**src/rtl/core/fdq_pkg.sv**
```systemverilog
`timescale 1ns / 1ps

package fdq_pkg;

    // Defaults for the top-level parameters.
    localparam int OPERAND_WIDTH_DEF = 32;
    localparam int FRACTION_BITS_DEF = 16;
    localparam int INDEX_BITS_DEF    = 12;

    // Register fields fixed by the register map.
    localparam int MODE_BITS      = 4;
    localparam int CELL_SIZE_BITS = 31;
    localparam logic [CELL_SIZE_BITS-1:0] CELL_SIZE_RESET = 31'd65536;

    // Configuration register indexes.
    localparam logic CFG_QUANTITY_MODE = 1'b0;
    localparam logic CFG_CELL_SIZE     = 1'b1;

    // Quantity selection codes.
    localparam logic [MODE_BITS-1:0] MODE_COORD_X  = 4'd0;
    localparam logic [MODE_BITS-1:0] MODE_COORD_Y  = 4'd1;
    localparam logic [MODE_BITS-1:0] MODE_COORD_Z  = 4'd2;
    localparam logic [MODE_BITS-1:0] MODE_INDEX_X  = 4'd3;
    localparam logic [MODE_BITS-1:0] MODE_INDEX_Y  = 4'd4;
    localparam logic [MODE_BITS-1:0] MODE_INDEX_Z  = 4'd5;
    localparam logic [MODE_BITS-1:0] MODE_VEL_MAG  = 4'd6;
    localparam logic [MODE_BITS-1:0] MODE_KIN_VISC = 4'd7;
    localparam logic [MODE_BITS-1:0] MODE_STRAIN   = 4'd8;
    localparam logic [MODE_BITS-1:0] MODE_VORT     = 4'd9;
    localparam logic [MODE_BITS-1:0] MODE_Q_CRIT   = 4'd10;
    localparam logic [MODE_BITS-1:0] MODE_FLAME    = 4'd11;

    // Result status codes.
    localparam logic [1:0] ST_OK   = 2'd0;
    localparam logic [1:0] ST_ZDIV = 2'd1;
    localparam logic [1:0] ST_SAT  = 2'd2;

    // Which unit produces the final value of a request.
    typedef enum logic [1:0] {
        CLS_DIRECT,
        CLS_SQRT,
        CLS_DIV
    } fdq_class_t;

    typedef struct packed {
        fdq_class_t cls;
        logic       neg;
        logic       dz;
        logic       dov;
        logic [1:0] dstat;
    } fdq_ctl_t;

endpackage

```
**src/rtl/core/fdq_finish.sv**
```systemverilog
`timescale 1ns / 1ps

module fdq_finish
    import fdq_pkg::*;
#(
    parameter int OPERAND_WIDTH = OPERAND_WIDTH_DEF
) (
    input  logic                     aclk,
    input  logic                     aresetn,
    input  logic                     en,
    input  logic                     in_valid,
    input  fdq_ctl_t                 in_ctl,
    input  logic [OPERAND_WIDTH-1:0] in_dval,
    input  logic [OPERAND_WIDTH-1:0] in_sq,
    input  logic [OPERAND_WIDTH:0]   in_dq,
    output logic                     out_valid,
    output logic [OPERAND_WIDTH-1:0] out_value,
    output logic [1:0]               out_status
);

    localparam int W  = OPERAND_WIDTH;
    localparam int QB = W + 1;
    localparam logic [W-1:0]  POS_MAX = {1'b0, {(W-1){1'b1}}};
    localparam logic [W-1:0]  NEG_MIN = {1'b1, {(W-1){1'b0}}};
    localparam logic [QB-1:0] Q_POS   = {2'b00, {(W-1){1'b1}}};
    localparam logic [QB-1:0] Q_NEG   = {2'b01, {(W-1){1'b0}}};

    logic         valid_reg;
    logic [W-1:0] value_reg;
    logic [1:0]   status_reg;
    logic [W-1:0] value_next;
    logic [1:0]   status_next;
    logic [QB-1:0] q_neg;

    always_comb begin
        q_neg = ~in_dq + QB'(1);
        unique case (in_ctl.cls)
            CLS_SQRT: begin
                if (in_sq[W-1]) begin
                    value_next  = POS_MAX;
                    status_next = ST_SAT;
                end else begin
                    value_next  = in_sq;
                    status_next = ST_OK;
                end
            end
            CLS_DIV: begin
                if (in_ctl.dz) begin
                    value_next  = '0;
                    status_next = ST_ZDIV;
                end else if (in_ctl.dov || (in_ctl.neg ? (in_dq > Q_NEG) : (in_dq > Q_POS))) begin
                    value_next  = in_ctl.neg ? NEG_MIN : POS_MAX;
                    status_next = ST_SAT;
                end else begin
                    value_next  = in_ctl.neg ? q_neg[W-1:0] : in_dq[W-1:0];
                    status_next = ST_OK;
                end
            end
            default: begin
                value_next  = in_dval;
                status_next = in_ctl.dstat;
            end
        endcase
    end

    always_ff @(posedge aclk) begin
        if (!aresetn) begin
            valid_reg <= 1'b0;
        end else if (en) begin
            valid_reg <= in_valid;
        end
    end

    always_ff @(posedge aclk) begin
        if (en) begin
            value_reg  <= value_next;
            status_reg <= status_next;
        end
    end

    assign out_valid  = valid_reg;
    assign out_value  = value_reg;
    assign out_status = status_reg;

endmodule

```
**config.mk**
```make
export PLATFORM = sky130hd
export DESIGN_NAME = fdq_finish
export DESIGN_NICKNAME = d
export VERILOG_FILES = /design/src/rtl/core/fdq_pkg.sv /design/src/rtl/core/fdq_finish.sv
export SDC_FILE = /design/constraint.sdc
export NUM_CORES = 1
export LEC_CHECK = 0
export BUFFER_PORTS_ARGS = -buffer_cell sky130_fd_sc_hd__buf_2
export CORE_UTILIZATION = 52
export CTS_CLUSTER_DIAMETER = 100
export DETAILED_ROUTE_END_ITERATION = 10
export GPL_TIMING_DRIVEN = 0
export PLACE_DENSITY = 0.88
export SETUP_SLACK_MARGIN = 0.4
export SYNTH_ARGS = -nofsm -noshare
export SYNTH_HDL_FRONTEND = slang
export SYNTH_SLANG_ARGS = --single-unit
```
**constraint.sdc**
```tcl
create_clock -name aclk -period 5.1 [get_ports aclk]
set_input_delay 0.255 -clock aclk [delete_from_list [all_inputs] [get_ports aclk]]
set_output_delay 0.255 -clock aclk [all_outputs]
set_load 0.01 [all_outputs]
```
* Word level (Yosys, flattened, before mapping) *
Cells that the tools add are included.

operators by class
  order comparisons = 2
  bitwise logic cells = 1
  muxes and demuxes = 11
  reductions and logical operators = 1
  add/subtract/negate cells = 1
  equal/unequal tests = 2

operator list
  operator                                                                number
  32-bit two-way mux                                                      4
  32-bit case mux with 2 select lines                                     1
  33-bit by 31-bit > comparator with 1-bit output, second input constant  1
  33-bit by 32-bit > comparator with 1-bit output, second input constant  1
  32-bit by 1-bit adder with 32-bit output, second input constant         1
  32-bit inverter                                                         1
  31-bit two-way mux                                                      1
  2-bit two-way mux                                                       3
  2-bit case mux with 2 select lines                                      1
  2-bit by 1-bit == test with 1-bit output, second input constant         1
  2-bit == test, second input constant                                    1
  1-bit logical OR                                                        1
  1-bit two-way mux                                                       1

word-level totals
  input port bits = 108
  bits in registers = 35
  word-level logic and storage cells = 21

* Depth between registers and ports, before layout *
  word-level depth = 6
  gate-level depth with buffers = 9
  gate-level depth less buffers = 8

* Worst setup path before layout *
OpenSTA, ideal clock, no wires.

  kind = input port to flip-flop
  start point = input in_dq[0]
  end point = register value_reg[28], in the netlist out_value[28] (data pin)
  stages on the path = 8
  arrival = 2.192 ns
  path slack = 2.639 ns
  cell sequence = inv_1 > ha_1 > or4b_4 > nor4_4 > nand2_1 > or4_1 > mux2i_1 > o31ai_1

between the ends
  word-level cells in the longest chain between the ends = 6

ends and longest elaborated chain
  what                                                                                  RTL line                            RTL
  start, declared                                                                       fdq_finish.sv:15                    input logic [OPERAND_WIDTH:0] in_dq,
  32-bit inverter, or another cell as far along                                         fdq_finish.sv:36                    q_neg = ~in_dq + QB'(1);
  32-bit by 1-bit adder with 32-bit output / 1-bit two-way mux (equally long branches)  fdq_finish.sv:36, fdq_finish.sv:51
  32-bit two-way mux / 1-bit logical OR (equally long branches)                         fdq_finish.sv:55, fdq_finish.sv:51
  32-bit two-way mux *                                                                  fdq_finish.sv:51                    end else if (in_ctl.dov || (in_ctl.neg ? (in_dq > Q_NEG) : (in_dq > Q_POS))) begin
  32-bit two-way mux *                                                                  fdq_finish.sv:48                    if (in_ctl.dz) begin
  32-bit case mux with 2 select lines *                                                 fdq_finish.sv:37                    unique case (in_ctl.cls)
  via value_next[28]                                                                    fdq_finish.sv:31                    logic [W-1:0] value_next;
  end signal, assigned                                                                  fdq_finish.sv:76                    value_reg <= value_next;
  end, declared                                                                         fdq_finish.sv:29                    logic [W-1:0] value_reg;

Mark *: on every way through the listed nets, which the timed path passes. The rest lies on a longest branch.
A chain may end at the register's enable or synchronous reset.

* Worst setup path in the final report *
Same ends and word-level chain as after synthesis.

==> impl_summary.txt <==
----------------------------------------------------
[Status]
  Run status ... finished clean

[Logic synthesis]
  Ranking of synthesized cells by area ... sky130_fd_sc_hd__edfxtp_1 33%, sky130_fd_sc_hd__o21ai_0 8.4%, sky130_fd_sc_hd__nor2_1 7.0%, sky130_fd_sc_hd__mux2i_1 3.9%, sky130_fd_sc_hd__a21oi_1 2.9%
  Cells after synthesis ... 377
  Number of flops mapped to enable cells by yosys ... 34
  Post-synthesis cell type count ... 65
  Sequential element share of the synthesized area ... 33.4%
  Number of synthesized register bits ... 35
  Share of Yosys cell area claimed by the top area cell type ... 32.8%
  Avg Synthesized Cell Area ... 8.27 sq um
  Largest area contributor in the synthesized netlist ... sky130_fd_sc_hd__edfxtp_1
  Syn nets ... 489
  Synth warnings ... 0
  Synth async-reset ratio ... 0%
  Mapped Area ... 0.00312 sq mm
  Primary flip-flop cell chosen by synthesis mapping ... sky130_fd_sc_hd__edfxtp_1

[Clock tree]
  Post-CTS Resized ... 0
  CTS Buf Count ... 5
  CTS Sinks ... 35
  Clock-pin slew of the registers on the worst-case setup and hold paths ... 80 ps
  Cell at the root of the clock tree ... sky130_fd_sc_hd__clkbuf_8
  Quantity of hold-fixing buffers added after cts ... 0
  Latest clock arrival within the worst-skew pair ... 290 ps
  Max clock buf depth ... 2
  Number of setup buffers added after CTS ... 0
  CTS tree ... yes
  H-tree depth ... 2

[Setup path]
  Crit. End Element ... register
  Crit path required time ... 5210 ps
  Data arrival time of the critical path ... 2890 ps
  Largest driver fanout on the critical path ... 10
  Worst setup path category ... input port to register
  Setup crit start kind ... input port
  R2r worst-path depth ... 2

[Timing]
  Unrepaired setup endpoints after global routing ... false
  Share of the clock period used by the worst path after layout ... 54.6%
  Worst slew margin relative to its limit ... 40.7%
  Total negative slack ... 0 ps
  Count of endpoints failing setup in the final report ... 0
  Number of slew-limit violations in the final report ... 0
  Fin. Hold Viols ... 0
  Final critical delay including setup and external delays ... 2780 ps
  Peak clock frequency supported by timing ... 0.359 GHz
  Tightest Pin Transition ... 890 ps
  Post-route worst setup slack ... 2320 ps
  Post-route clock skew ... 0 ps

[GRT]
  Global route overflow ... 0
  Aggregate global-route resource usage ... 34.7%
  Vias in the first global route ... 3517
  Global-route wire length before repair ... 16.8 mm
  Largest net degree at the start of global routing ... 36
  Number of antenna violations at the first check in global routing ... 0

[Die]
  Die area ... 0.00631 sq mm
  DIE WIDTH ... 79.4 um
  Std-Cell Rows ... 27
  Vertical die dimension ... 79.4 um
  Starting utilization of the core area ... 55.2%
  Area of the core ... 0.00564 sq mm
  I/O pins ... 143

[Finish]
  Synth-to-Final Area Change ... 28.0%
  Layout Utilization ... 70.7%
  Number of antenna repair diodes ... 0
  Net count reported at finish ... 629
  Final-layout fill cell count ... 469
  Layout cells sized above 1 ... 32.4%
  Most common library cell in the layout ignoring fill and taps ... sky130_fd_sc_hd__buf_2
  Footprint of the multi-input gates ... 0.00192 sq mm
  Post-route cell area ... 0.00399 sq mm
  Register area ... 0.00104 sq mm
  Most frequent cells in the layout ... 135 x sky130_fd_sc_hd__buf_2, 58 x sky130_fd_sc_hd__nor2_1, 52 x sky130_fd_sc_hd__o21ai_0

[Detailed routing]
  Router iterations before antenna repair ... 8
  Via total after detailed routing ... 3721
  Iter 0 DRT Violations ... 295
  Post-route ant nets ... 0
  Average wire length per cell after detail routing ... 18.7 um
  Post-Route WL ... 11.0 mm
  DR vias/cell ... 6.31
  DR DRC count ... 0

[Placement]
  DP HPWL ... 8.46 mm
  Number of buffer cells added on primary ports ... 133
  Post-placement setup slack ... 2100 ps
  Routability congestion estimate from global placement ... 0.921
  Dpl cell area ... 0.00387 sq mm

[Power]
  Peak VDD IR ... 0.166 mV
  P_leak ... 1.59 nW
  Pwr per Cell Area ... 223 mW/mm^2
  Power after layout ... 0.891 mW

[Job]
  Max capacitance violation total ... 0

[Worst hold path]
  Type of the tightest min-delay check ... input port to register
  Number of cells traversed by the worst hold path ... 2

----------------------------------------------------
per-stage QoR:
step,hold slack [ps],std cells
floorplan,367,377
global placement,466,582
detailed placement,478,582
CTS,179,590
global route,198,590
finish,178,590
power by group:
group / switching [mW] / internal, mW
sequential: 0.00783 / 0.355
combinational: 0.154 / 0.105
clock: 0.111 / 0.158
final timing paths:
path,from,end,slack (ps)
max,in_dq[0],out_value[28],2320
min,aresetn,out_valid,180
max reg2reg,out_valid,out_valid,4480
min reg2reg,out_valid,out_valid,550
registers in the layout, summed over array words and instances (netlist names):
signal and cells:
out_status 2, out_valid 1, out_value 32
worst max-delay path, cell delays in order:
cell	delay, ps
sky130_fd_sc_hd__buf_2	120
sky130_fd_sc_hd__inv_1	80
sky130_fd_sc_hd__ha_1	270
sky130_fd_sc_hd__or4b_4	530
sky130_fd_sc_hd__nor4_4	580
sky130_fd_sc_hd__nand2_1	200
sky130_fd_sc_hd__or4_1	470
sky130_fd_sc_hd__mux2i_1	150
sky130_fd_sc_hd__o31ai_1	220
Yosys cell counts, drive strengths merged (3+ instances only):
library cell	count
buf	7
mux2i	12
or3	3
a31oi	6
o221ai	7
o22ai	6
a211oi	6
nand3	7
nor4b	3
nor2	58
clkbuf	24
nand4	9
inv	8
o21ai	55
nor4	8
a221o	7
ha	4
o21a	3
o211ai	7
nand2	19
a41oi	4
mux2	6
nor3	13
or4	4
a21oi	18
edfxtp	34
or2	3
o2111ai	3
final cells by class:
class | instances | area share (%)
clock buffer | 6 | 2.07
sequential | 35 | 26.1
buffer | 31 | 3.17
inverter | 9 | 0.847
clock inverter | 2 | 0.878
tap | 72 | 2.26
multi-input combinational | 302 | 48.0
timing repair buffer | 133 | 16.7
kinds of logic after synthesis:
kind of cell,share of synthesized area [%]
buf+inv,5.14
mux,6.02
simple gates,23.2
compound gates,29.8
flops,33.4
xor+xnor,0.843
fa+ha+maj,1.61
routing by layer:
| layer | GRT usage (%) | vias up | part of all wire, % |
|---|---|---|---|
| met1 | 42.5 | 1700 | 40 |
| met2 | 58.9 | 235 | 48 |
| met3 | 8.69 | 32 | 9.4 |
| met5 | 0 | - | 0 |
| met4 | 12.2 | 0 | 2.4 |
| li1 | - | 1754 | - |
No activity file was read; power rests on OpenSTA's default activity.
