## src/rtl/core/fdq_pkg.sv

```systemverilog
`timescale 1ns / 1ps

package fdq_pkg;

    // Defaults for the top-level parameters.
    localparam int OPERAND_WIDTH_DEF = 32;
    localparam int FRACTION_BITS_DEF = 16;
    localparam int INDEX_BITS_DEF    = 12;

    // Register fields fixed by the register map.
    localparam int MODE_BITS      = 4;
    localparam int CELL_SIZE_BITS = 31;
    localparam logic [CELL_SIZE_BITS-1:0] CELL_SIZE_RESET = 31'd65536;

    // Configuration register indexes.
    localparam logic CFG_QUANTITY_MODE = 1'b0;
    localparam logic CFG_CELL_SIZE     = 1'b1;

    // Quantity selection codes.
    localparam logic [MODE_BITS-1:0] MODE_COORD_X  = 4'd0;
    localparam logic [MODE_BITS-1:0] MODE_COORD_Y  = 4'd1;
    localparam logic [MODE_BITS-1:0] MODE_COORD_Z  = 4'd2;
    localparam logic [MODE_BITS-1:0] MODE_INDEX_X  = 4'd3;
    localparam logic [MODE_BITS-1:0] MODE_INDEX_Y  = 4'd4;
    localparam logic [MODE_BITS-1:0] MODE_INDEX_Z  = 4'd5;
    localparam logic [MODE_BITS-1:0] MODE_VEL_MAG  = 4'd6;
    localparam logic [MODE_BITS-1:0] MODE_KIN_VISC = 4'd7;
    localparam logic [MODE_BITS-1:0] MODE_STRAIN   = 4'd8;
    localparam logic [MODE_BITS-1:0] MODE_VORT     = 4'd9;
    localparam logic [MODE_BITS-1:0] MODE_Q_CRIT   = 4'd10;
    localparam logic [MODE_BITS-1:0] MODE_FLAME    = 4'd11;

    // Result status codes.
    localparam logic [1:0] ST_OK   = 2'd0;
    localparam logic [1:0] ST_ZDIV = 2'd1;
    localparam logic [1:0] ST_SAT  = 2'd2;

    // Which unit produces the final value of a request.
    typedef enum logic [1:0] {
        CLS_DIRECT,
        CLS_SQRT,
        CLS_DIV
    } fdq_class_t;

    typedef struct packed {
        fdq_class_t cls;
        logic       neg;
        logic       dz;
        logic       dov;
        logic [1:0] dstat;
    } fdq_ctl_t;

endpackage

```

## src/rtl/core/fdq_combine.sv

```systemverilog
`timescale 1ns / 1ps

module fdq_combine
    import fdq_pkg::*;
#(
    parameter int OPERAND_WIDTH = OPERAND_WIDTH_DEF,
    parameter int FRACTION_BITS = FRACTION_BITS_DEF
) (
    input  logic                              aclk,
    input  logic                              aresetn,
    input  logic                              en,
    input  logic                              in_valid,
    input  logic [MODE_BITS-1:0]              mode,
    input  logic signed [2*OPERAND_WIDTH+3:0] p [6],
    output logic                              out_valid,
    output fdq_ctl_t                          out_ctl,
    output logic [OPERAND_WIDTH-1:0]          out_dval,
    output logic [2*OPERAND_WIDTH-1:0]        out_rad,
    output logic [2*OPERAND_WIDTH-2:0]        out_dr,
    output logic [OPERAND_WIDTH:0]            out_dn,
    output logic [2*OPERAND_WIDTH-2:0]        out_dd
);

    localparam int W  = OPERAND_WIDTH;
    localparam int CW = 2 * W + 7;
    localparam int RW = 2 * W;
    localparam int QB = W + 1;
    localparam int XW = 2 * W + FRACTION_BITS;
    localparam logic signed [CW-1:0] POS_MAX = {{(CW-W+1){1'b0}}, {(W-1){1'b1}}};
    localparam logic signed [CW-1:0] NEG_MIN = {{(CW-W+1){1'b1}}, {(W-1){1'b0}}};

    logic                 v1_reg;
    logic [MODE_BITS-1:0] mode1_reg;
    logic signed [CW-1:0] s012_reg;
    logic signed [CW-1:0] s345_reg;
    logic signed [CW-1:0] p0_reg;
    logic signed [CW-1:0] p3_reg;

    logic signed [CW-1:0] rad_full;
    logic signed [CW-1:0] q_full;
    logic signed [CW-1:0] direct_full;
    logic signed [CW-1:0] s_abs;
    logic signed [CW-1:0] den_abs;
    logic [2*W-1:0]       num;
    logic [XW-1:0]        num_sh;
    logic [XW-1:0]        num_top;
    fdq_ctl_t             ctl_next;
    logic [W-1:0]         dval_next;
    logic [RW-1:0]        rad_next;
    logic [2*W-2:0]       dd_next;

    logic                 v2_reg;
    fdq_ctl_t             ctl_reg;
    logic [W-1:0]         dval_reg;
    logic [RW-1:0]        rad_reg;
    logic [2*W-2:0]       dr_reg;
    logic [QB-1:0]        dn_reg;
    logic [2*W-2:0]       dd_reg;

    always_comb begin
        unique case (mode1_reg) inside
            MODE_STRAIN: rad_full = (s012_reg <<< 1) + s345_reg;
            MODE_VORT:   rad_full = s345_reg;
            default:     rad_full = s012_reg;
        endcase
        rad_next = (rad_full[CW-1:RW] != '0) ? '1 : rad_full[RW-1:0];

        q_full = (-s345_reg - (s012_reg <<< 1)) >>> FRACTION_BITS;

        ctl_next = '0;
        unique case (mode1_reg) inside
            MODE_COORD_X, MODE_COORD_Y, MODE_COORD_Z: direct_full = p0_reg >>> 1;
            MODE_INDEX_X, MODE_INDEX_Y, MODE_INDEX_Z: direct_full = p0_reg;
            MODE_Q_CRIT:                              direct_full = q_full;
            default:                                  direct_full = '0;
        endcase
        if (direct_full > POS_MAX) begin
            dval_next      = POS_MAX[W-1:0];
            ctl_next.dstat = ST_SAT;
        end else if (direct_full < NEG_MIN) begin
            dval_next      = NEG_MIN[W-1:0];
            ctl_next.dstat = ST_SAT;
        end else begin
            dval_next      = direct_full[W-1:0];
            ctl_next.dstat = ST_OK;
        end

        unique case (mode1_reg) inside
            MODE_VEL_MAG, MODE_STRAIN, MODE_VORT: ctl_next.cls = CLS_SQRT;
            MODE_KIN_VISC, MODE_FLAME:            ctl_next.cls = CLS_DIV;
            default:                              ctl_next.cls = CLS_DIRECT;
        endcase

        // The quotient is formed on magnitudes; the sign is applied at the end.
        s_abs   = s012_reg[CW-1] ? -s012_reg : s012_reg;
        den_abs = p3_reg[CW-1] ? -p3_reg : p3_reg;
        num     = s_abs[2*W-1:0];
        dd_next = den_abs[2*W-2:0];
        num_sh  = {num, {FRACTION_BITS{1'b0}}};
        num_top = num_sh >> QB;
        ctl_next.neg = s012_reg[CW-1] ^ p3_reg[CW-1];
        ctl_next.dz  = (dd_next == '0);
        ctl_next.dov = (num_top >= XW'(dd_next));
    end

    always_ff @(posedge aclk) begin
        if (!aresetn) begin
            v1_reg <= 1'b0;
            v2_reg <= 1'b0;
        end else if (en) begin
            v1_reg <= in_valid;
            v2_reg <= v1_reg;
        end
    end

    always_ff @(posedge aclk) begin
        if (en) begin
            mode1_reg <= mode;
            s012_reg  <= CW'(p[0]) + CW'(p[1]) + CW'(p[2]);
            s345_reg  <= CW'(p[3]) + CW'(p[4]) + CW'(p[5]);
            p0_reg    <= CW'(p[0]);
            p3_reg    <= CW'(p[3]);
            ctl_reg   <= ctl_next;
            dval_reg  <= dval_next;
            rad_reg   <= rad_next;
            dr_reg    <= num_top[2*W-2:0];
            dn_reg    <= num_sh[QB-1:0];
            dd_reg    <= dd_next;
        end
    end

    assign out_valid = v2_reg;
    assign out_ctl   = ctl_reg;
    assign out_dval  = dval_reg;
    assign out_rad   = rad_reg;
    assign out_dr    = dr_reg;
    assign out_dn    = dn_reg;
    assign out_dd    = dd_reg;

endmodule

```

## config.mk

```make
export PLATFORM = sky130hd
export DESIGN_NAME = fdq_combine
export DESIGN_NICKNAME = d
export VERILOG_FILES = /design/src/rtl/core/fdq_pkg.sv /design/src/rtl/core/fdq_combine.sv
export SDC_FILE = /design/constraint.sdc
export NUM_CORES = 2
export LEC_CHECK = 0
export BUFFER_PORTS_ARGS = -buffer_cell sky130_fd_sc_hd__buf_2
export CORE_ASPECT_RATIO = 1.2
export CORE_UTILIZATION = 45
export CTS_CLUSTER_DIAMETER = 120
export DETAILED_ROUTE_END_ITERATION = 16
export HOLD_SLACK_MARGIN = 0.1
export PLACE_DENSITY = 0.69
export SYNTH_ARGS = -nofsm -noshare
export SYNTH_HDL_FRONTEND = slang
export SYNTH_SLANG_ARGS = --single-unit
```

## constraint.sdc

```tcl
create_clock -name aclk -period 6.63 [get_ports aclk]
set_input_delay 0.663 -clock aclk [delete_from_list [all_inputs] [get_ports aclk]]
set_output_delay 0.663 -clock aclk [all_outputs]
set_load 0.02 [all_outputs]
```

# Word-level counts from Yosys, hierarchy flattened
# Cells that the tools add are included.
# word_totals
in_bits	416
reg_bits	513
word_cells	55
out_inout_bits	263
# op_classes
eq_ne	11
n_mux	7
reduce_logical	7
addsub	9
n_lt_le_gt_ge	3
n_bitwise	1
# op_table
cell	count
71-bit one-hot mux with 3 select lines	1
71-bit one-hot mux with 2 select lines	1
69-bit by 68-bit adder with 70-bit output	2
68-bit by 68-bit adder with 69-bit output	2
71-bit adder	1
71-bit by 32-bit greater-than comparator with 1-bit output, second input constant	1
71-bit by 32-bit less-than comparator with 1-bit output, second input constant	1
71-bit negation	1
71-bit subtractor	1
64-bit 2-to-1 mux	1
64-bit negation	1
47-bit by 63-bit >= comparator with 1-bit output	1
63-bit zero test	1
63-bit 2-to-1 mux	1
63-bit negation	1
32-bit 2-to-1 mux	1
4-bit by 3-bit == test with 1-bit output, second input constant	4
4-bit == test, second input constant	4
3-bit OR reduction	3
4-bit by 2-bit == test with 1-bit output, second input constant	2
7-bit nonzero test	1
4-bit by 1-bit == test with 1-bit output, second input constant	1
4-bit zero test	1
2-bit one-hot mux with 2 select lines	1
3 further kinds	3

# Logic depth before layout (Yosys ltp)
# logic_depth
ltp_word	5
mapped_depth	24
depth_no_buf	23

# Least setup slack after synthesis
# Ideal clock, no wire load.
# synth_timing
path_kind	reg-to-reg
from	register s012_reg[14]
to	register ctl_reg, in the netlist out_ctl[2] (data pin)
setup_time_ns	0.261
period_less_slack_ns	5.265
arrival_ns	5.004
setup_slack_ns	1.365
t_required_ns	6.369
path_stages_with_launch	24
cell_sequence	edfxtp_1 > or4_1 > nor4_1 > nand2b_1 > nand2b_1 > or3_1 > or3_1 > or3_1 > nand2b_1 > nor2b_1 > nand2_1 > o21ai_0 > xnor2_1 > ha_1 > a21o_1 > a21oi_1 > nor2b_1 > o21ai_0 > nand2b_1 > a21oi_1 > nor2b_1 > o21ai_0 > nand2_1 > o31a_2
# synth_rtl
element	line	rtl
start: declaration	fdq_combine.sv:34	logic signed [CW-1:0] s012_reg;
start signal: assignment	fdq_combine.sv:119	s012_reg <= CW'(p[0]) + CW'(p[1]) + CW'(p[2]);
end signal: assignment	fdq_combine.sv:123	ctl_reg <= ctl_next;
end: declaration	fdq_combine.sv:53	fdq_ctl_t ctl_reg;

# Worst setup path in the final report
# layout_timing
from	register s012_reg[22]
to	register dval_reg[22], in the netlist out_dval[22] (data pin)
# layout_between
elab_chain_len	4
elab_cells_between_ends	5
# layout_rtl
element	line	rtl
71-bit subtractor (*)	fdq_combine.sv:68	q_full = (-s345_reg - (s012_reg <<< 1)) >>> FRACTION_BITS;
71-bit one-hot mux with 3 select lines (*)	fdq_combine.sv:71	unique case (mode1_reg) inside
71-bit by 32-bit less-than comparator with 1-bit output	fdq_combine.sv:80	end else if (direct_full < NEG_MIN) begin
32-bit 2-to-1 mux	fdq_combine.sv:80	
end signal: assignment	fdq_combine.sv:124	dval_reg <= dval_next;
end: declaration	fdq_combine.sv:54	logic [W-1:0] dval_reg;
# Every way passes the cells marked *; elsewhere a longest branch is shown, timed or not.
# A chain may end at the register's enable or synchronous reset.

==> metrics.yaml <==
hold_path_class: "primary input to flip-flop"
finalCritPeriodShare_pct: 93.0
slew_viol_final: 0
startpoint_type: "flip-flop"
post_drt_wl_per_cell_um: 24.7
core-area_um2: 93700
reg2reg_depth: 16
finalSetupTns_ns: 0
detail_route.wirelength_um: 154000
synth_top_flop_cell: "edfxtp_1"
yosys_warnings: 0
synthMuxAreaShare_pct: 0.406
powerDensity_nw_per_um2: 407
cts_hold_buffers: 0
met2_length_um: 77500
drive_gt1_share_pct: 16.5
synth_edf_count: 505
syn_to_final_growth_pct: 15.0
port_buffers: 645
root_buffer: "clkbuf_16"
finalHoldViolCount: 0
synth.distinct_cells: 94
dp_hpwl_um: 125000
worstReg2RegStart: "s012_reg[22]$_DFFE_PP_"
synth-xor-area-share_pct: 7.44
grt_pass1_vias: 36100
min_from: "p[341]"
ios: 679
tightestPinTransition_ns: 1.24
clk_latency_ns: 0.69
ff2ff_setup_slack_ns: 0.46
drt-vias-per-instance: 5.99
nNetsFinal: 5884
hold_end: "p0_reg[1]$_DFFE_PP_"
synthAdderAreaFrac_pct: 17.9
place.gp.congestion: 0.986
fin_area_um2: 48900
synth_top_family_by_area: "compound AO/OA/AOI/OAI gates"
fillers: 8608
yosysTopAreaCell: "edfxtp_1"
finalSetupViolCount: 0
rows: 123
crit_path_end_kind: "flip-flop"
cts_tree: "built"
wl_met1_um: 55800
netlist_instances: 4390
holdWs_ns: 0.170
cts_resized: 0
gr-total-overflow: 0
synth_compound_area_share_pct: 20.8
grt_usage_pct: 31.4
rr_endpoint: "out_dval[22]$_SDFFCE_PN1P_"
synth-simple-area-share_pct: 13.0
drc_errors: 0
drv_cap: 0
drt_iter0_drc: 3159
synth_top_area_share_pct: 35.7
maxUsedRoutingLayer: "met4"
ir_drop_mv: 0.251
post_cts_buffers: 0
cts_sinks: 507
antenna_found_initial: 1
dr_total_vias: 37400
crit_type: "flip-flop to flip-flop"
max_freq_ghz: 0.162
die_h_um: 339
htreeDepth: 2
grt_start_max_net_pins: 171
synth.area.top_cells: "edfxtp_1 36%, ha_1 11%, fa_1 6.5%"
synth_area_um2: 42500
cts-buffers-inserted: 58
relSlewSlack_pct: 14.9
cts.clk_slew.worst_paths_ns: 0.07
placed_area_um2: 46800
yosysSeqAreaShare_pct: 35.8
start_util_pct: 45.3
cts_buffer_depth: 3
diodes: 0
ant_nets: 0
cp_data_arrival_time_ns: 6.68
grt_pass1_wl_um: 224000
skew_ns: 0.0431
die-area_um2: 95700
status: "completed"
leakagePower_nw: 20.3
die_width_um: 283
wl_met3_um: 9070
cp_data_required_time_ns: 7.15
rsz0062_at_grt: "no"
syn_avg_cell_area_um2: 9.68
period_needed_ns: 6.17
hold_depth: 1
first_pass_iters: 6
yosys_register_bits: 507
ys_async_sr_fraction_pct: 0
cp_max_fo: 17
critical path: stages, from the launching register on:
cell and delay [ns]:
edfxtp_1 0.53, inv_1 0.08, ha_1 0.44, ha_1 0.47, nand2_1 0.16, o21a_1 0.16
o221ai_1 0.21, a2111oi_0 1.12, a211oi_1 0.37, a21o_1 0.33, o31a_1 0.35, a21oi_1 0.19
nand4_1 0.13, nor4b_1 0.84, nand2_1 0.15, buf_4 0.27, o221ai_1 0.20
worst max-delay path by stage:
stage | cells after the start | slack (ns) | startpoint | to
floorplan | 23 | 1.37 | s012_reg[14]$_DFFE_PP_ | out_ctl[2]$_DFFE_PP_
global placement | 23 | 0.68 | s012_reg[13]$_DFFE_PP_ | out_ctl[2]$_DFFE_PP_
detailed placement | 23 | 0.62 | s012_reg[13]$_DFFE_PP_ | out_ctl[2]$_DFFE_PP_
CTS | 23 | 0.59 | s012_reg[14]$_DFFE_PP_ | out_ctl[2]$_DFFE_PP_
global route | 23 | 0.07 | s012_reg[9]$_DFFE_PP_ | out_ctl[2]$_DFFE_PP_
finish | 16 | 0.46 | s012_reg[22]$_DFFE_PP_ | out_dval[22]$_SDFFCE_PN1P_
cell families (layout without fill, tap and decap cells):
family	count (synthesis)	in the layout
AOI/OAI and AO/OA	1365	1365
and+or+nand+nor	1124	1124
adders and majority gates	525	525
DFF	507	507
buffers and inverters	490	1059
xor gates and xnor gates	361	361
muxes	17	17
other	1	33
Yosys cell counts (38+ instances only):
cell type  instances
a21o_1           168
a22oi_1           43
ha_1             385
nand4_1          106
o21ai_0          316
nor3_1            68
o21bai_1          49
xnor2_1          241
nor2_1           164
nor2b_1           40
nand3_1          111
o21a_1            47
o211ai_1          60
xor2_1           120
inv_1            270
o31ai_1           59
o221ai_1          39
nand2b_1          38
a21oi_1          345
fa_1             139
edfxtp_1         505
nand2_1          416
clkbuf_1         172
layer usage:
layer	up-vias	GRT usage [%]
met1	18100	34.9
met5	-	0
met3	394	4.40
met4	0	20.7
met2	1587	55.3
li1	17300	-
per-stage QoR:
step | setup WS, ns | power (mW) | cells | utilization [%]
floorplan | 1.37 | 12.3 | 4422 | -
global placement | 0.680 | 16.2 | 6134 | 50.0
detailed placement | 0.616 | 16.2 | 6134 | 50.0
CTS | 0.592 | 19.8 | 6241 | 52.2
global route | 0.0718 | 21.0 | 6241 | 52.2
finish | 0.462 | 19.9 | 6241 | 52.2
area by class of cell:
type                    count  area (µm²)  share of cell area, %
clock buffers              66        1500                   3.07
clock inverters            41         566                   1.16
inverters                 270        1010                   2.07
multi-input cells        3425       25500                   52.1
flip-flops and latches    507       15200                   31.1
well taps                1250        1560                   3.20
repair buffers            682        3570                   7.29
power breakdown:
group / switching [mW] / leakage (nW) / internal, mW
Combinational: 7.29 / 14.4 / 4.03
Sequential: 0.661 / 4.85 / 4.34
Clock: 1.46 / 1.00 / 2.10
Total: 9.41 / 20.3 / 10.5
cell usage in the layout (no fill, tap or decap), types with 139 or more instances in the layout:
master,count
xnor2_1,241
o21ai_0,316
a21oi_1,345
edfxtp_1,505
nand2_1,416
buf_2,644
fa_1,139
nor2_1,162
a21o_1,168
ha_1,385
inv_1,270
Power figures use the tool's default switching activity.
