File: config.mk
export PLATFORM = sky130hd
export DESIGN_NAME = fdq_step
export DESIGN_NICKNAME = d
export VERILOG_FILES = /design/src/rtl/core/fdq_pkg.sv /design/src/rtl/core/fdq_step.sv
export SDC_FILE = /design/constraint.sdc
export NUM_CORES = 1
export LEC_CHECK = 0
export BUFFER_PORTS_ARGS = -buffer_cell sky130_fd_sc_hd__buf_4
export CORE_AREA = 2 2 282 284
export CTS_CLUSTER_DIAMETER = 100
export DETAILED_ROUTE_END_ITERATION = 8
export DIE_AREA = 0 0 284 286
export SYNTH_ARGS = -nofsm -noshare
export SYNTH_HDL_FRONTEND = slang
export SYNTH_SLANG_ARGS = --single-unit
export TNS_END_PERCENT = 30
File: constraint.sdc
create_clock -name aclk -period 18.1 [get_ports aclk]
set_clock_uncertainty 0.15 [all_clocks]
set_input_delay 1.81 -clock aclk [delete_from_list [all_inputs] [get_ports aclk]]
set_output_delay 1.81 -clock aclk [all_outputs]
set_load 0.005 [all_outputs]
File: src/rtl/core/fdq_pkg.sv
`timescale 1ns / 1ps

package fdq_pkg;

    // Defaults for the top-level parameters.
    localparam int OPERAND_WIDTH_DEF = 32;
    localparam int FRACTION_BITS_DEF = 16;
    localparam int INDEX_BITS_DEF    = 12;

    // Register fields fixed by the register map.
    localparam int MODE_BITS      = 4;
    localparam int CELL_SIZE_BITS = 31;
    localparam logic [CELL_SIZE_BITS-1:0] CELL_SIZE_RESET = 31'd65536;

    // Configuration register indexes.
    localparam logic CFG_QUANTITY_MODE = 1'b0;
    localparam logic CFG_CELL_SIZE     = 1'b1;

    // Quantity selection codes.
    localparam logic [MODE_BITS-1:0] MODE_COORD_X  = 4'd0;
    localparam logic [MODE_BITS-1:0] MODE_COORD_Y  = 4'd1;
    localparam logic [MODE_BITS-1:0] MODE_COORD_Z  = 4'd2;
    localparam logic [MODE_BITS-1:0] MODE_INDEX_X  = 4'd3;
    localparam logic [MODE_BITS-1:0] MODE_INDEX_Y  = 4'd4;
    localparam logic [MODE_BITS-1:0] MODE_INDEX_Z  = 4'd5;
    localparam logic [MODE_BITS-1:0] MODE_VEL_MAG  = 4'd6;
    localparam logic [MODE_BITS-1:0] MODE_KIN_VISC = 4'd7;
    localparam logic [MODE_BITS-1:0] MODE_STRAIN   = 4'd8;
    localparam logic [MODE_BITS-1:0] MODE_VORT     = 4'd9;
    localparam logic [MODE_BITS-1:0] MODE_Q_CRIT   = 4'd10;
    localparam logic [MODE_BITS-1:0] MODE_FLAME    = 4'd11;

    // Result status codes.
    localparam logic [1:0] ST_OK   = 2'd0;
    localparam logic [1:0] ST_ZDIV = 2'd1;
    localparam logic [1:0] ST_SAT  = 2'd2;

    // Which unit produces the final value of a request.
    typedef enum logic [1:0] {
        CLS_DIRECT,
        CLS_SQRT,
        CLS_DIV
    } fdq_class_t;

    typedef struct packed {
        fdq_class_t cls;
        logic       neg;
        logic       dz;
        logic       dov;
        logic [1:0] dstat;
    } fdq_ctl_t;

endpackage

File: src/rtl/core/fdq_step.sv
`timescale 1ns / 1ps

module fdq_step
    import fdq_pkg::*;
#(
    parameter int OPERAND_WIDTH = OPERAND_WIDTH_DEF,
    parameter int STAGE         = 0
) (
    input  logic                       aclk,
    input  logic                       aresetn,
    input  logic                       en,
    input  logic                       in_valid,
    input  fdq_ctl_t                   in_ctl,
    input  logic [OPERAND_WIDTH-1:0]   in_dval,
    input  logic [2*OPERAND_WIDTH-1:0] in_x,
    input  logic [OPERAND_WIDTH+2:0]   in_sr,
    input  logic [OPERAND_WIDTH-1:0]   in_sq,
    input  logic [2*OPERAND_WIDTH-2:0] in_dr,
    input  logic [OPERAND_WIDTH:0]     in_dn,
    input  logic [OPERAND_WIDTH:0]     in_dq,
    input  logic [2*OPERAND_WIDTH-2:0] in_dd,
    output logic                       out_valid,
    output fdq_ctl_t                   out_ctl,
    output logic [OPERAND_WIDTH-1:0]   out_dval,
    output logic [2*OPERAND_WIDTH-1:0] out_x,
    output logic [OPERAND_WIDTH+2:0]   out_sr,
    output logic [OPERAND_WIDTH-1:0]   out_sq,
    output logic [2*OPERAND_WIDTH-2:0] out_dr,
    output logic [OPERAND_WIDTH:0]     out_dn,
    output logic [OPERAND_WIDTH:0]     out_dq,
    output logic [2*OPERAND_WIDTH-2:0] out_dd
);

    localparam int W   = OPERAND_WIDTH;
    localparam int RW  = 2 * W;
    localparam int SRW = W + 3;
    localparam int QB  = W + 1;

    logic [RW-1:0]  x_next;
    logic [SRW-1:0] sr_next;
    logic [W-1:0]   sq_next;
    logic [2*W-2:0] dr_next;
    logic [QB-1:0]  dn_next;
    logic [QB-1:0]  dq_next;

    logic           valid_reg;
    fdq_ctl_t       ctl_reg;
    logic [W-1:0]   dval_reg;
    logic [RW-1:0]  x_reg;
    logic [SRW-1:0] sr_reg;
    logic [W-1:0]   sq_reg;
    logic [2*W-2:0] dr_reg;
    logic [QB-1:0]  dn_reg;
    logic [QB-1:0]  dq_reg;
    logic [2*W-2:0] dd_reg;

    // Up to two root digits and up to two quotient bits per stage.
    always_comb begin
        logic [SRW-1:0] r2;
        logic [SRW-1:0] trial;
        logic [2*W-1:0] rr;
        x_next  = in_x;
        sr_next = in_sr;
        sq_next = in_sq;
        dr_next = in_dr;
        dn_next = in_dn;
        dq_next = in_dq;
        for (int t = 0; t < 2; t++) begin
            if (2 * STAGE + t < W) begin
                r2    = {sr_next[SRW-3:0], x_next[RW-1:RW-2]};
                trial = SRW'({sq_next, 2'b01});
                if (r2 >= trial) begin
                    sr_next = r2 - trial;
                    sq_next = {sq_next[W-2:0], 1'b1};
                end else begin
                    sr_next = r2;
                    sq_next = {sq_next[W-2:0], 1'b0};
                end
                x_next = {x_next[RW-3:0], 2'b00};
            end
            if (2 * STAGE + t < QB) begin
                rr = {dr_next, dn_next[QB-1]};
                if (rr >= {1'b0, in_dd}) begin
                    rr      = rr - {1'b0, in_dd};
                    dq_next = {dq_next[QB-2:0], 1'b1};
                end else begin
                    dq_next = {dq_next[QB-2:0], 1'b0};
                end
                dr_next = rr[2*W-2:0];
                dn_next = {dn_next[QB-2:0], 1'b0};
            end
        end
    end

    always_ff @(posedge aclk) begin
        if (!aresetn) begin
            valid_reg <= 1'b0;
        end else if (en) begin
            valid_reg <= in_valid;
        end
    end

    always_ff @(posedge aclk) begin
        if (en) begin
            ctl_reg  <= in_ctl;
            dval_reg <= in_dval;
            x_reg    <= x_next;
            sr_reg   <= sr_next;
            sq_reg   <= sq_next;
            dr_reg   <= dr_next;
            dn_reg   <= dn_next;
            dq_reg   <= dq_next;
            dd_reg   <= in_dd;
        end
    end

    assign out_valid = valid_reg;
    assign out_ctl   = ctl_reg;
    assign out_dval  = dval_reg;
    assign out_x     = x_reg;
    assign out_sr    = sr_reg;
    assign out_sq    = sq_reg;
    assign out_dr    = dr_reg;
    assign out_dn    = dn_reg;
    assign out_dq    = dq_reg;
    assign out_dd    = dd_reg;

endmodule

Yosys cells after proc, flatten, opt, wreduce, memory -nomap -nowiden
Cells that the tools add are included.
W data, S select, Z words.
{ "op_classes": {"order_cmp": 4, "add_sub_neg": 4, "n_mux": 8} }
{ "op_table": {"columns": ["op", "n"], "rows": [
  ["$ge A64 B63 Y1", 2],
  ["$mux W63", 2],
  ["$sub A63 B63 Y63", 2],
  ["$ge A35 B34 Y1", 2],
  ["$mux W35", 1],
  ["$sub A35 B34 Y35", 1],
  ["$mux W33", 1],
  ["$sub A33 B33 Y33", 1],
  ["$mux W1", 4]
]} }
{ "totals": {"in_bits": 366, "register_bits": 357, "out_inout_bits": 363, "word_cells": 30} }

Longest topological paths before layout
{ "depth": {"depth_word": 4, "depth_mapped": 32, "depth_no_buf": 28} }

Worst setup path after synthesis
OpenSTA, ideal clock, no wires.
{ "synth_path": {"path_kind": "input port to flip-flop", "startpoint": "input port in_dd[20]", "endpoint": "register dr_reg[10] (netlist: out_dr[10]), data pin", "slack_ns": 9.997, "arrival_time_ns": 7.693, "setup_time_ns": 0.260, "cell_stages": 27, "n_path_buf": 5, "t_required_ns": 17.690, "path_cell_list": "inv_1 > ha_1 > clkbuf_1 > nand2_1 > or3_1 > or4_4 > or3_4 > o31ai_4 > nand4_1 > a21o_1 > buf_6 > buf_2 > clkbuf_1 > a21oi_1 > fa_1 > nor2b_1 > o31ai_1 > a21oi_1 > a2111oi_0 > o21ai_0 > a21oi_1 > o21ai_1 > a211oi_1 > o2bb2ai_1 > o211ai_4 > buf_4 > mux2_2"} }
{ "synth_via": {"elab_chain_cells": 4, "elab_cells_between_ends": 6, "cone_classes": "add/sub: 2; order compare: 2; mux: 2"} }
{ "synth_rtl": {"columns": ["element", "line_no", "rtl"], "rows": [
  ["start: declaration", "fdq_step.sv:21", "input logic [2*OPERAND_WIDTH-2:0] in_dd,"],
  ["$ge A64 B63 Y1 / $sub A63 B63 Y63 (equally long branches)", "fdq_step.sv:83, fdq_step.sv:84", null],
  ["$mux W63", "fdq_step.sv:83", "if (rr >= {1'b0, in_dd}) begin"],
  ["$sub A63 B63 Y63 / $ge A64 B63 Y1 (equally long branches)", "fdq_step.sv:84, fdq_step.sv:83", null],
  ["$mux W63 (*)", "fdq_step.sv:83", null],
  ["net dr_next[10]", "fdq_step.sv:42", "logic [2*W-2:0] dr_next;"],
  ["end signal: assignment", "fdq_step.sv:110", "dr_reg <= dr_next;"],
  ["end: declaration", "fdq_step.sv:52", "logic [2*W-2:0] dr_reg;"]
]} }
The timed path passes the listed nets; every way through them passes the cells marked *.
A chain may end at the register's enable or synchronous reset.

Worst setup path after layout
{ "layout_path": {"startpoint": "input port in_dn[32]", "endpoint": "register dr_reg[51] (netlist: out_dr[51]), data pin"} }
{ "layout_via": {"elab_chain_cells": 4, "elab_cells_between_ends": 6, "cone_classes": "add/sub: 2; order compare: 2; mux: 2"} }
{ "layout_rtl": {"columns": ["element", "line_no", "rtl"], "rows": [
  ["start: declaration", "fdq_step.sv:19", "input logic [OPERAND_WIDTH:0] in_dn,"],
  ["$sub A63 B63 Y63 / $ge A64 B63 Y1 (equally long branches)", "fdq_step.sv:84, fdq_step.sv:83", null],
  ["$mux W63 (*)", "fdq_step.sv:83", null],
  ["$sub A63 B63 Y63 / $ge A64 B63 Y1 (equally long branches)", "fdq_step.sv:84, fdq_step.sv:83", null],
  ["$mux W63 (*)", "fdq_step.sv:83", null],
  ["net dr_next[51]", "fdq_step.sv:42", null]
]} }
Marked as above.

==> flow_summary.yaml <==
run_status:
  outcome: "completed"
sta:
  slew_headroom_pct: 29.44
  setup_violations: 0
  finalMaxSlewViolations: 0
  worstMarginPinSlew_ns: 1.058
  fmax_mhz: 93.18
  layout_min_cycle_time_ns: 10.73
  fin_setup_tns_ns: 0
  rsz0062_at_grt: "false"
  hold_viol: 0
  layout_setup_ws_ns: 7.368
  period_share_pct: 59.29
worst_hold_path:
  hold_depth: 2
  worstHoldEndpoint: "out_valid$_SDFFE_PN0P_"
  hold_class: "reg -> reg"
  holdCritStartpoint: "out_valid$_SDFFE_PN0P_"
cts:
  cts_sinks: 357
  cts_buffers: 46
  cts_resized: 0
  cts_max_path_buffers: 3
  h-tree-depth: 2
  clock_latency_ns: 0.57
  cts_hold_buf: 0
  cts_tree: "yes"
  cts-root-buf: "clkbuf_16"
  postCtsSetupBuffers: 0
  clk_pin_slew_worst_paths_ns: 0.06
power:
  seq_power_share_pct: 33.4
  intPower_mw: 2.215
  worst_ir_drop_vdd_uv: 83.21
  p_leak_nw: 13.89
  pwr-share-comb_pct: 40.3
  clkPwrFrac_pct: 26.3
  swShare_pct: 34.76
  powerDensity_nw_per_um2: 106.5
  switchingPower_mw: 1.180
layout:
  nFillCells: 7841
  layout-drive-gt1-share_pct: 28.46
  syn2layout_area_growth_pct: 32.57
  nets: 3633
  fin_util_pct: 40.69
  design_area_sq_um: 31890
critical_path:
  cp.required_ns: 18.27
  crit_top_cell: "buf_4"
  slowest_stage: "o21ai_0"
  critPathKind: "in -> reg"
  end_kind: "flop"
  r2r_end: "out_valid$_SDFFE_PN0P_"
  r2r_setup_slack_ns: 17.29
  reg2reg_from: "out_valid$_SDFFE_PN0P_"
  crit_path_start_kind: "input pin"
  worst_r2r_path_depth: 2
  crit_arrival_ns: 10.90
  max_stage_delay_ns: 0.74
  crit_fanout: 67
floorplan:
  fp.dieW_um: 284
  initial_core_util_pct: 30.70
  core_area_sq_um: 78360
  dieHeight_um: 286
  ios: 729
  dieArea_sq_um: 81220
  rows: 103
logic_synthesis:
  synthDistinctLibCells: 79
  ys_warn_count: 0
  netlist_area_sq_um: 24050
  netlist.area_leader.share_pct: 44.45
  syn_area_per_cell_sq_um: 10.06
  async_flop_share_pct: 0
  seq_area_frac_synth_pct: 44.53
  synth_seq_cells: 357
  netlist_instances: 2390
  synth_edf_count: 356
  yosys.area.top_type: "edfxtp_1"
  synth-main-ff-cell: "edfxtp_1"
  synth_area_leaders: "edfxtp_1 (44%), ha_1 (10%), a21oi_1 (4.9%), xnor2_1 (4.3%), o21ai_0 (4.2%)"
detailed_routing:
  vias: 21160
  avgViaCountPerCell: 5.090
  dr.pass1.iters: 5
  drc: 0
  wl_per_cell_um: 21.95
  first_iter_violations: 1438
  wirelength_um: 91260
  antenna_left: 0
placement:
  dpl_worst_slack_ns: 6.821
  io_buffer_count: 718
  dp_hpwl_um: 74470
  post_dp_cell_area_sq_um: 30430
  gp_congestion: 0.9114
global_route:
  track_usage_pct: 21.44
  antenna_found_initial: 9
  grt_max_degree: 87
  overflow: 0
  grt_first_pass_wirelength_um: 132200
  grt_pass1_vias: 20460
flow_run:
  max_cap_viol_count: 0
-- critical path: cells and delay by family --
family                   cells  cell delay [ns]
AND/OR/NAND/NOR              3             0.45
multiplexers                 2             0.86
buffers and inverters        7             2.08
AO/OA/AOI/OAI               15             4.65
adder cells (fa/ha/maj)      3             0.94
-- cell families (layout without fill, tap and decap cells) --
group           after synthesis  after routing  synth area share (%)
buf+inv                     243            951                 4.120
fa+ha+maj                   196            196                 10.26
flops                       357            357                 44.53
simple gates                578            578                 11.49
mux                          71             71                 3.293
compound gates              765            765                 19.77
other cells                   1             11               0.01559
xor+xnor                    179            179                 6.518
-- layout by cell type, fill, tap and decap left out, drive strengths merged, types with 54 or more instances in the layout --
| master | Yosys | final |
|---|---|---|
| ha | 194 | 194 |
| nand2 | 210 | 210 |
| xnor2 | 118 | 118 |
| nor2 | 114 | 114 |
| a21oi | 235 | 235 |
| o21ai | 203 | 203 |
| a21o | 119 | 119 |
| inv | 140 | 145 |
| edfxtp | 356 | 356 |
| mux2 | 65 | 65 |
| xor2 | 61 | 61 |
| clkbuf | 71 | 54 |
| buf | 31 | 730 |
-- synthesized netlist by cell type (10+ instances only) --
cell and instances:
o21ai_0 200, buf_4 10, xor2_1 61, and3_1 26, edfxtp_1 356, a21o_1 119, nand4_1 44, a21oi_1 235
clkbuf_1 71, o31ai_1 15, a31oi_1 38, ha_1 194, xnor2_1 118, nor2b_1 37, mux2_2 65, o21bai_1 31
and2_1 10, nor2_1 114, o21a_1 26, nand2b_1 19, nand3_1 37, buf_2 15, a211oi_1 16, inv_1 139
nand2_1 210, nor3_1 39
-- how the worst max path moves through the flow --
stage | endpoint | cells past startpoint | startpoint | slack [ns]
after floorplan | out_dr[10]$_DFFE_PP_ | 27 | in_dd[20] | 10.0
after global placement | out_dr[10]$_DFFE_PP_ | 30 | in_dn[32] | 6.81
after detailed placement | out_dr[62]$_DFFE_PP_ | 31 | in_dn[32] | 6.82
after CTS | out_dr[51]$_DFFE_PP_ | 30 | in_dn[32] | 7.44
after global routing | out_dr[62]$_DFFE_PP_ | 31 | in_dn[32] | 6.79
final | out_dr[51]$_DFFE_PP_ | 30 | in_dn[32] | 7.37
-- layer usage --
layer,vias to the layer above,GRT usage (%),share of wire (%)
met5,-,0,0.041
met4,6,4.842,1.7
met3,76,5.439,7.4
met2,682,35.18,47
met1,10160,28.44,44
li1,10240,-,-
-- final cells by class --
type / instances / area [sq um] / area share (%)
clock buffers: 54 / 1181 / 3.704
multi-input cells: 1795 / 12390 / 38.85
well taps: 1050 / 1314 / 4.120
repair buffers: 730 / 5488 / 17.21
flip-flops and latches: 357 / 10710 / 33.59
diodes: 5 / 12.51 / 0.03924
inverters: 141 / 529.3 / 1.660
clock inverters: 26 / 262.8 / 0.8240
-- flip-flops by register name, summed over array words and instances, names as in the netlist --
name / count
out_dq: 33
out_valid: 1
out_dd: 63
out_ctl: 7
out_dr: 63
out_sq: 32
out_dn: 31
out_x: 60
out_dval: 32
out_sr: 35
-- per-stage QoR --
| step | power (mW) | hold WS [ns] | std cells |
|---|---|---|---|
| floorplan | 1.946 | 0.3573 | 2395 |
| global placement | 2.507 | 0.3976 | 4073 |
| detailed placement | 2.505 | 0.4068 | 4073 |
| CTS | 3.427 | 0.4252 | 4153 |
| global route | 3.597 | 0.4775 | 4157 |
| finish | 3.395 | 0.4327 | 4158 |
-- power groups by stage --
| stage | Clock (mW) | Combinational [mW] | Sequential (mW) |
|---|---|---|---|
| floorplan | 0 | 0.795 | 1.15 |
| detailed placement | 0 | 1.36 | 1.15 |
| finish | 0.893 | 1.37 | 1.13 |
| global route | 0.950 | 1.50 | 1.14 |
| CTS | 0.924 | 1.37 | 1.13 |
| global placement | 0 | 1.36 | 1.15 |
Note: power is estimated with default switching activity, not from simulation.
